$ cat src/hdl/npp_pkg.sv
package npp_pkg;

  // noise coordinate widths
  localparam int CoordW    = 10;
  localparam int StepW     = 17;
  localparam int CellIntW  = 19;
  localparam int FracW     = 8;
  localparam int DivSteps  = CellIntW + FracW;
  localparam int GridW     = 6;
  localparam int SineSumW  = 11;
  localparam int CfgIdxW   = 3;

  // register indexes of the configuration port
  typedef enum logic [CfgIdxW-1:0] {
    REG_ROW_PHASE     = 3'd0,
    REG_COL_PHASE     = 3'd1,
    REG_PALETTE_SHIFT = 3'd2,
    REG_U_STEP        = 3'd3,
    REG_V_STEP        = 3'd4,
    REG_INTENSITY     = 3'd5,
    REG_NOISE_SCALE   = 3'd6
  } cfg_reg_t;

  localparam logic [31:0] HashMulX   = 32'h27d4eb2d;
  localparam logic [31:0] HashMulY   = 32'h9e3779b1;
  localparam logic [31:0] HashMulMix = 32'h7feb352d;

  typedef logic [7:0] quarter_rom_t [65];
  localparam quarter_rom_t SINE_QUARTER = '{
    8'd0, 8'd3, 8'd6, 8'd9, 8'd12, 8'd15, 8'd18, 8'd21, 8'd24, 8'd28, 8'd31, 8'd34, 8'd37,
    8'd40, 8'd43, 8'd46, 8'd48, 8'd51, 8'd54, 8'd57, 8'd60, 8'd63, 8'd65, 8'd68, 8'd71,
    8'd73, 8'd76, 8'd78, 8'd81, 8'd83, 8'd85, 8'd88, 8'd90, 8'd92, 8'd94, 8'd96, 8'd98,
    8'd100, 8'd102, 8'd104, 8'd106, 8'd108, 8'd109, 8'd111, 8'd112, 8'd114, 8'd115,
    8'd117, 8'd118, 8'd119, 8'd120, 8'd121, 8'd122, 8'd123, 8'd124, 8'd124, 8'd125,
    8'd126, 8'd126, 8'd127, 8'd127, 8'd127, 8'd127, 8'd127, 8'd127
  };

  typedef logic [23:0] grad_rom_t [256];

  // sine byte from the quarter wave
  function automatic logic [7:0] sine_byte(input logic [7:0] a);
    logic [6:0] q;
    logic [6:0] k;
    q = a[6:0];
    k = (q <= 7'd64) ? q : 7'(8'd128 - {1'b0, q});
    if (!a[7]) return 8'd128 + SINE_QUARTER[k];
    return (k == 7'd0) ? 8'd128 : 8'd127 - SINE_QUARTER[k];
  endfunction

  // one restoring division step: {quotient bit, remainder}
  function automatic logic [8:0] div_step(input logic [7:0] rem, input logic din,
                                          input logic [7:0] s);
    logic [8:0] t;
    t = {rem, din};
    if (t >= {1'b0, s}) return {1'b1, 8'(t - {1'b0, s})};
    return {1'b0, rem[6:0], din};
  endfunction

  // first half of the lattice hash
  function automatic logic [31:0] hash_pre(input logic [GridW-1:0] gx,
                                           input logic [GridW-1:0] gy);
    logic [31:0] h;
    h = (32'(gx) * HashMulX) ^ (32'(gy) * HashMulY);
    return h ^ (h >> 16);
  endfunction

  // gradient table, built at elaboration
  function automatic grad_rom_t build_grad();
    grad_rom_t rom;
    int r, g, b, d;
    for (int i = 0; i < 256; i++) begin
      if (i < 128) begin
        r = (80 * i) / 255;
        g = 200 - (220 * i + 254) / 255;
        b = 160 + (190 * i) / 255;
      end else begin
        d = 2 * i - 255;
        r = 40 + (140 * d) / 255;
        g = 90 - (30 * d + 254) / 255;
        b = 255 - (55 * d + 254) / 255;
      end
      rom[i] = {8'(r), 8'(g), 8'(b)};
    end
    return rom;
  endfunction

endpackage

$ cat src/hdl/npp_div.sv
module npp_div (
  input  logic                                          clk,
  input  logic                                          adv,
  input  logic [npp_pkg::CellIntW-1:0]                  num,
  input  logic [7:0]                                    s,
  output logic [npp_pkg::DivSteps-1:0]                  quo
);
  import npp_pkg::*;

  logic [7:0]          rem [DivSteps];
  logic [DivSteps-1:0] dvd [DivSteps];
  logic [DivSteps-1:0] qs  [DivSteps];
  logic [8:0]          st  [DivSteps];

  // compare and subtract for every stage: {quotient bit, remainder}
  always_comb begin
    st[0] = div_step(8'd0, num[CellIntW-1], s);
    for (int k = 1; k < DivSteps; k++) begin
      st[k] = div_step(rem[k-1], dvd[k-1][DivSteps-1], s);
    end
  end

  // one quotient bit per stage, integer bits then fraction bits
  always_ff @(posedge clk) begin
    if (adv) begin
      rem[0] <= st[0][7:0];
      qs[0]  <= {{(DivSteps-1){1'b0}}, st[0][8]};
      dvd[0] <= {num[CellIntW-2:0], {(FracW+1){1'b0}}};
      for (int k = 1; k < DivSteps; k++) begin
        rem[k] <= st[k][7:0];
        qs[k]  <= {qs[k-1][DivSteps-2:0], st[k][8]};
        dvd[k] <= {dvd[k-1][DivSteps-2:0], 1'b0};
      end
    end
  end

  assign quo = qs[DivSteps-1];

endmodule

$ cat config.mk
export PLATFORM = sky130hd
export DESIGN_NAME = npp_div
export DESIGN_NICKNAME = d
export VERILOG_FILES = /design/src/hdl/npp_pkg.sv /design/src/hdl/npp_div.sv
export SDC_FILE = /design/constraint.sdc
export NUM_CORES = 1
export LEC_CHECK = 0
export BUFFER_PORTS_ARGS = -buffer_cell sky130_fd_sc_hd__buf_2
export CAP_MARGIN = 20
export CORE_MARGIN = 4
export CORE_UTILIZATION = 55
export DETAILED_ROUTE_END_ITERATION = 10
export PLACE_DENSITY = 0.73
export RECOVER_POWER = 50
export SYNTH_ARGS = -nofsm -noshare
export SYNTH_HDL_FRONTEND = slang
export SYNTH_SLANG_ARGS = --single-unit
$ cat constraint.sdc
create_clock -name clk -period 2.55 [get_ports clk]
set_input_delay 0.255 -clock clk [delete_from_list [all_inputs] [get_ports clk]]
set_output_delay 0.255 -clock clk [all_outputs]
set_load 0.03 [all_outputs]
==> results of run 1 <==
[metal layers]
metal / up-vias / track usage / wire length (um)
met5: - / 0 / 0
met4: 0 / 0.0635 / 1750
met3: 130 / 0.0283 / 2390
met2: 394 / 0.320 / 31100
met1: 9534 / 0.238 / 27300
li1: 9486 / - / -
[cell usage in the layout (no fill, tap or decap), drive strengths merged, types with 18 or more instances in the layout]
cell / instances
nand3: 45
fa: 25
nand2: 30
clkinv: 33
a21oi: 78
mux2: 125
a2111oi: 19
edfxtp: 757
nand2b: 42
a21o: 56
o31a: 25
o21a: 56
a211oi: 42
o21ai: 56
and3: 28
clkbuf: 97
buf: 265
nor4: 19
nor2: 120
mux2i: 39
nor3: 67
a311o: 18
dlygate4sd3: 20
ha: 209
xnor2: 62
a211o: 27
o311a: 18
inv: 106
a31oi: 21
nor2b: 32
[worst paths after layout]
kind,start,to,slack (ns),cells past startpoint
max,s[7],rem[0][83]$_DFFE_PP_,0.09,11
min,s[2],rem[0][2]$_SDFFCE_PP0P_,0.09,4
max reg2reg,rem[0][101]$_DFFE_PP_,rem[0][108]$_DFFE_PP_,0.19,6
min reg2reg,qs[0][353]$_DFFE_PP_,qs[0][381]$_DFFE_PP_,0.40,0
[cell type report]
cell class | count | area (um^2) | area share
repair buffers | 292 | 2580 | 0.0629
inverters | 106 | 405 | 0.00989
well taps | 846 | 1060 | 0.0258
clock buffers | 90 | 2020 | 0.0492
clock inverters | 49 | 591 | 0.0144
flip-flops and latches | 757 | 22700 | 0.554
multi-input cells | 1345 | 11600 | 0.283
[flip-flops by register name, indices dropped and copies added, names as in the netlist]
register and count:
qs 378, rem 208, dvd 171
[power breakdown]
part | leakage, nW | internal (mW) | switching, mW
Combinational | 7.17 | 9.29 | 7.82
Sequential | 7.36 | 16.9 | 1.19
Clock | 1.27 | 6.75 | 4.72
[worst register-to-register path: cells and delay by family (launching register included)]
family | cells | cell delay [ns]
buffers and inverters | 1 | 0.15
multiplexers | 1 | 0.30
flip-flops | 1 | 0.44
adder cells (fa/ha/maj) | 1 | 0.39
AO/OA/AOI/OAI | 3 | 0.82
[metrics by stage]
stage	TNS, ns	cells
2_1_floorplan	0	2279
3_3_place_gp	0	3326
3_5_place_dp	-0.270	3326
4_1_cts	0	3485
5_1_grt	0	3485
6_report	0	3485
[logic make-up after synthesis]
| family | synth area share |
|---|---|
| muxes | 0.0623 |
| buffers and inverters | 0.0281 |
| AOI/OAI and AO/OA | 0.0970 |
| adders and majority gates | 0.0882 |
| xor gates and xnor gates | 0.0188 |
| DFF | 0.643 |
| and+or+nand+nor | 0.0623 |
[cells in the mapped netlist, drive strengths merged (32+ instances only)]
cell      n
a21o     56
a21oi    78
a211oi   42
buf      62
ha      209
edfxtp  757
nor2    120
mux2    125
o21ai    56
xnor2    62
nand3    45
nand2b   42
inv     106
mux2i    39
o21a     56
nor3     67
nor2b    32
[repair_timing]
item                       4_1_cts  5_1_grt
hold endpoints to repair        20        0
setup endpoints to repair        0        1
hold buffers                    20        0
==> PnR_summary.wiki, run 1 <==
{| class="wikitable"
! Metric !! Value
|-
| Highest fanout seen on the critical path || 18
|-
| Maximum number of buffers from clock root to sink || 3
|-
| Minimum setup slack after placement || -0.0386 ns
|-
| Critical Path Slowest Stage Cell || dlygate4sd3_1
|-
| Via count || 19500
|-
| WP buf/inv || 5
|-
| Critical path's most frequent cell || buf_12
|-
| Result of the run || finished, violations left
|-
| Number of flops mapped to enable cells by yosys || 757
|-
| Site Rows || 92
|-
| Sequential fraction of the synthesis area || 0.643
|-
| Wire length of the first global-routing pass || 101 mm
|-
| Hold slack final || 0.0891 ns
|-
| Skew-Pair Late Insertion Delay || 0.63 ns
|-
| Total cell area at the placement stage || 38300 um^2
|-
| Number of search-and-repair iterations in the first detailed-routing pass || 5
|-
| Failing checks || max-capacitance violations, max-slew violations
|-
| Layout cell share with drive strength beyond 1 || 0.221
|-
| Transition time at the pin with the least slew margin || 1.68 ns
|-
| Antenna Diode Count || 0
|-
| Count of routing violations after the opening detailed-route iteration || 1224
|-
| Starting utilization of the core area || 0.558
|-
| Final Core Density || 0.648
|-
| Count of different cell masters after synthesis || 55
|-
| Mapped Area || 35300 um^2
|-
| Most used flip-flop cell after synthesis || edfxtp_1
|-
| TritonCTS clock tree || built
|-
| Die W || 261 um
|-
| Clock sink count || 757
|-
| Final critical path time including I/O delays and setup || 2.46 ns
|-
| Synthesis Warnings || 0
|-
| GRT Resource Usage Total || 0.184
|-
| Leading post-synthesis cells by cell area || edfxtp_1, ha_1, mux2_4
|-
| Power density relative to cell area || 1140 nW/um^2
|-
| Number of antenna violations at the first check in global routing || 0
|-
| Cell area after layout || 41000 um^2
|-
| Top-level port count || 56
|-
| Detail Placement HPWL || 40.8 mm
|-
| Vias/cell || 5.61
|-
| Critical path launch point type || input port
|-
| Final clock period utilization by the worst path || 0.965
|-
| Critical path required time || 2.91 ns
|-
| Async SR Flop Fraction || 0
|-
| Number of H-tree levels || 3
|-
| Sort of element at the end of the critical path || flop
|-
| Clock root cell || clkbuf_16
|-
| Leading area contributor after synthesis || edfxtp_1
|-
| Final setup violation count || 0
|-
| RSZ-0062 raised after global routing || no
|-
| GR Overflow Total || 0
|-
| Slew margin rel. || -0.117
|-
| Number of filler instances in the final layout || 4477
|-
| Die outline area || 68400 um^2
|-
| Timing-limited maximum frequency || 0.407 GHz
|-
| Total CTS buffers || 79
|-
| Post-route DRC || 0
|-
| Setup fix buffers added after clock tree synthesis || 0
|-
| Placeable core region || 63300 um^2
|-
| Final ANT Viol Nets || 0
|-
| PostCTS Resize Cnt || 0
|-
| Maximum single-stage delay on the critical path || 0.53 ns
|-
| Die H || 261 um
|-
| Number of instances in the synthesized netlist || 2279
|-
| Number of port buffers || 55
|-
| Overall power of the completed layout || 46.7 mW
|-
| Vias in the first global route || 20100
|-
| Worst hold-check path type || in2reg
|-
| Chain of cells forming the critical path || dlygate4sd3_1 -> buf_2 -> inv_1 -> buf_12 -> ha_1 -> nand3_1 -> nor3_1 -> a2111oi_2 -> o21a_1 -> buf_12 -> mux2_4
|-
| Yosys top cell area share || 0.643
|-
| Synthesized area per cell || 15.5 um^2
|-
| Skew final || 0.0301 ns
|-
| Leak pwr || 15.8 nW
|-
| Routed wire length per instance || 17.9 um
|-
| Area delta synth->final || 16.0%
|-
| Clock edge transition at the registers on the reported setup and hold paths || 0.06 ns
|-
| Final #Nets || 2844
|-
| Number of pins exceeding their max-slew limit in the final report || 55
|-
| Signal arrival time at the worst endpoint || 2.82 ns
|-
| Post-synthesis net count || 2542
|-
| Final Hold Vio Count || 0
|-
| Pin count of the biggest net entering global routing || 87
|-
| Cell family with the largest share of critical-path delay || buffers and inverters
|-
| Final estimated routing congestion in global placement || 0.885
|-
| Worst IR drop on VDD || 0.604 mV
|-
| Critical path class || in2reg
|-
| Wirelength, routed || 62.5 mm
|-
| #FFs+latches synth || 757
|-
| Least setup slack across all paths after layout || 0.0904 ns
|-
| Max-cap violations || 1
|}
(Power assumes the default switching activity.)
==> run 2: changes to the inputs <==
CTS_BUF_LIST = sky130_fd_sc_hd__clkbuf_8   (was default)
MAX_ROUTING_LAYER = met4   (was default)
==> run 2 against run 1 <==
Compared with the run above: the run still ends with max-capacitance violations, max-slew violations left; utilization shrank 0.94 points; register-to-register slack is essentially flat; count of clock-buffer cells in the layout grew 26; largest power group unchanged; critical path depth is the same; critical endpoint is now rem[1][20]$_DFFE_PP_; non-clock buffer count shrank 6; clock power shrank 20%.
==> PnR_summary.wiki, run 2 (same netlist as run 1, synthesis figures left out) <==
{| class="wikitable"
! Metric !! Value
|-
| Max-cap violations || 1 (unchanged)
|-
| Number of port buffers || 55 (unchanged)
|-
| Skew final || 0.0328 ns (+0.00269 ns)
|-
| Highest fanout seen on the critical path || 19 (+1)
|-
| Number of pins exceeding their max-slew limit in the final report || 34 (-38%)
|-
| Signal arrival time at the worst endpoint || 2.85 ns (+0.03 ns)
|-
| Maximum number of buffers from clock root to sink || 3 (unchanged)
|-
| Clock sink count || 757 (unchanged)
|-
| Clock edge transition at the registers on the reported setup and hold paths || 0.06 ns (about the same)
|-
| Worst hold-check path type || in2reg
|-
| Critical path required time || 3.01 ns (+0.10 ns)
|-
| Total CTS buffers || 116 (+47%)
|-
| Top-level port count || 56 (unchanged)
|-
| Die outline area || 68400 um^2 (unchanged)
|-
| Number of H-tree levels || 3 (unchanged)
|-
| Number of antenna violations at the first check in global routing || 0 (unchanged)
|-
| Final ANT Viol Nets || 0 (unchanged)
|-
| Timing-limited maximum frequency || 0.418 GHz (+2.9%)
|-
| Final #Nets || 2875 (+1.1%)
|-
| Power density relative to cell area || 1100 nW/um^2 (-3.7%)
|-
| Critical path class || in2reg
|-
| Site Rows || 92 (unchanged)
|-
| Final estimated routing congestion in global placement || 0.866 (-2.1%)
|-
| Maximum single-stage delay on the critical path || 0.53 ns (about the same)
|-
| Final setup violation count || 0 (unchanged)
|-
| Commonest non-fill, non-tap cells in the layout || edfxtp_1, ha_1, buf_4
|-
| GR Overflow Total || 0 (unchanged)
|-
| Worst IR drop on VDD || 0.658 mV (+8.9%)
|-
| Detail Placement HPWL || 40.3 mm (-1.1%)
|-
| Result of the run || finished, violations left
|-
| Leading cell type in the layout, fill and taps excluded || edfxtp_1
|-
| Die W || 261 um (unchanged)
|-
| Post-route DRC || 0 (unchanged)
|-
| Critical Path Slowest Stage Cell || dlygate4sd3_1
|-
| Clock root cell || clkbuf_8
|-
| Die H || 261 um (unchanged)
|-
| Number of flip-flops in the largest register || 378 (unchanged)
|-
| Vias/cell || 5.56 (-0.91%)
|-
| Via count || 19800 (+1.1%)
|-
| Wire length of the first global-routing pass || 100 mm (-0.97%)
|-
| Sort of element at the end of the critical path || flop
|-
| Fin cells || 3556 (+2.0%)
|-
| Critical path launch point type || input port
|-
| WP buf/inv || 5 (unchanged)
|-
| Vias in the first global route || 20100 (-0.13%)
|-
| Final clock period utilization by the worst path || 0.938 (-0.0269)
|-
| Transition time at the pin with the least slew margin || 1.71 ns (+0.0306 ns)
|-
| Overall power of the completed layout || 44.3 mW (-5.1%)
|-
| Area delta synth->final || 14.3%
|-
| GRT Resource Usage Total || 0.187 (+0.00341)
|-
| Chain of cells forming the critical path || dlygate4sd3_1 -> buf_2 -> inv_1 -> buf_12 -> ha_1 -> nand3_1 -> nor3_1 -> a2111oi_2 -> o21a_1 -> buf_4 -> mux2_4
|-
| Pin count of the biggest net entering global routing || 111 (+28%)
|-
| Final Hold Vio Count || 0 (unchanged)
|-
| Wirelength, routed || 61.5 mm (-1.5%)
|-
| Placeable core region || 63300 um^2 (unchanged)
|-
| Number of search-and-repair iterations in the first detailed-routing pass || 5 (unchanged)
|-
| Skew-Pair Late Insertion Delay || 0.73 ns (+0.10 ns)
|-
| TritonCTS clock tree || built
|-
| Placed instance count || 3317 (-0.27%)
|-
| Final critical path time including I/O delays and setup || 2.39 ns (-0.0687 ns)
|-
| Antenna Diode Count || 0 (unchanged)
|-
| Failing checks || max-capacitance violations, max-slew violations
|-
| Leak pwr || 15.7 nW (-0.66%)
|-
| Count of routing violations after the opening detailed-route iteration || 1317 (+7.6%)
|-
| Setup fix buffers added after clock tree synthesis || 0 (unchanged)
|-
| Top flop regs || qs x378, rem x208, dvd x171
|-
| Cell family with the largest share of critical-path delay || buffers and inverters
|-
| RSZ-0062 raised after global routing || no
|-
| Layout cell share with drive strength beyond 1 || 0.221 (+0.000485)
|-
| Routed wire length per instance || 17.3 um (-3.5%)
|-
| Slew margin rel. || -0.137 (-0.0204)
|-
| Register bank with the most flops || qs
|-
| Reg-to-reg slack, setup || 0.20 ns (about the same)
|-
| Starting utilization of the core area || 0.558 (unchanged)
|}
## run 2: cell count changes in the layout (fill, tap and decap cells not counted), moves of 5 or more
cell,before,now
clkbuf_16,79,0
inv_1,104,140
clkbuf_8,0,116
clkinv_1,14,29
clkinv_2,15,25
buf_12,39,34
buf_4,172,156
bufinv_16,10,2
## run 2: area by class of cell
| type | instances | area, um^2 |
|---|---|---|
| clock inverter | 100 | 549 |
| inverter | 106 | 405 |
| timing repair buffer | 286 | 2450 |
| clock buffer | 116 | 1600 |
| tap | 846 | 1060 |
| fill | 4622 | 22900 |
| sequential | 757 | 22700 |
| multi-input combinational | 1345 | 11600 |
## run 2: stage by stage
step / hold slack (ns) / setup TNS (ns) / worst slack, ns / instance area, um^2 / util
after floorplan: 0.354 / 0 / 0.0275 / 35300 / -
after global placement: 0.400 / 0 / 0.0291 / 38100 / 0.602
after detailed placement: 0.405 / -0.274 / -0.0282 / 38100 / 0.602
after CTS: 0.0679 / 0 / 0.209 / 40500 / 0.640
after global routing: 0.115 / 0 / 0.0724 / 40400 / 0.638
final: 0.148 / 0 / 0.159 / 40400 / 0.638
## run 2: final timing paths
check,startpoint,to,cells past startpoint
worst max-delay path,s[7],rem[1][20]$_DFFE_PP_,11
worst min-delay path,s[0],rem[0][56]$_DFFE_PP_,3
worst max register to register,dvd[1][51]$_DFFE_PP_,rem[1][22]$_DFFE_PP_,8
worst min register to register,qs[1][12]$_DFFE_PP_,qs[1][40]$_DFFE_PP_,0
## run 2: metal layers
metal	vias up	GRT usage	routed length, um
li1	9571	-	-
met1	9631	0.236	27000
met3	130	0.0314	2650
met2	429	0.306	29900
met4	0	0.0752	1940
met5	-	-	0
## run 2: tightest hold or removal path: stages
cell,delay (ns)
buf_2,0.18
ha_1,0.19
mux2i_1,0.08
## run 2: report_power, final
group	switching, mW	internal (mW)	total, mW
combinational	7.78	9.22	17.0
sequential	1.20	16.9	18.1
clock	4.65	4.53	9.18
## run 2: repair_timing
item / in CTS / in global routing
gates resized for setup: 0 / 0
endpoints found under the hold margin: 46 / 0
hold buffers: 23 / 0
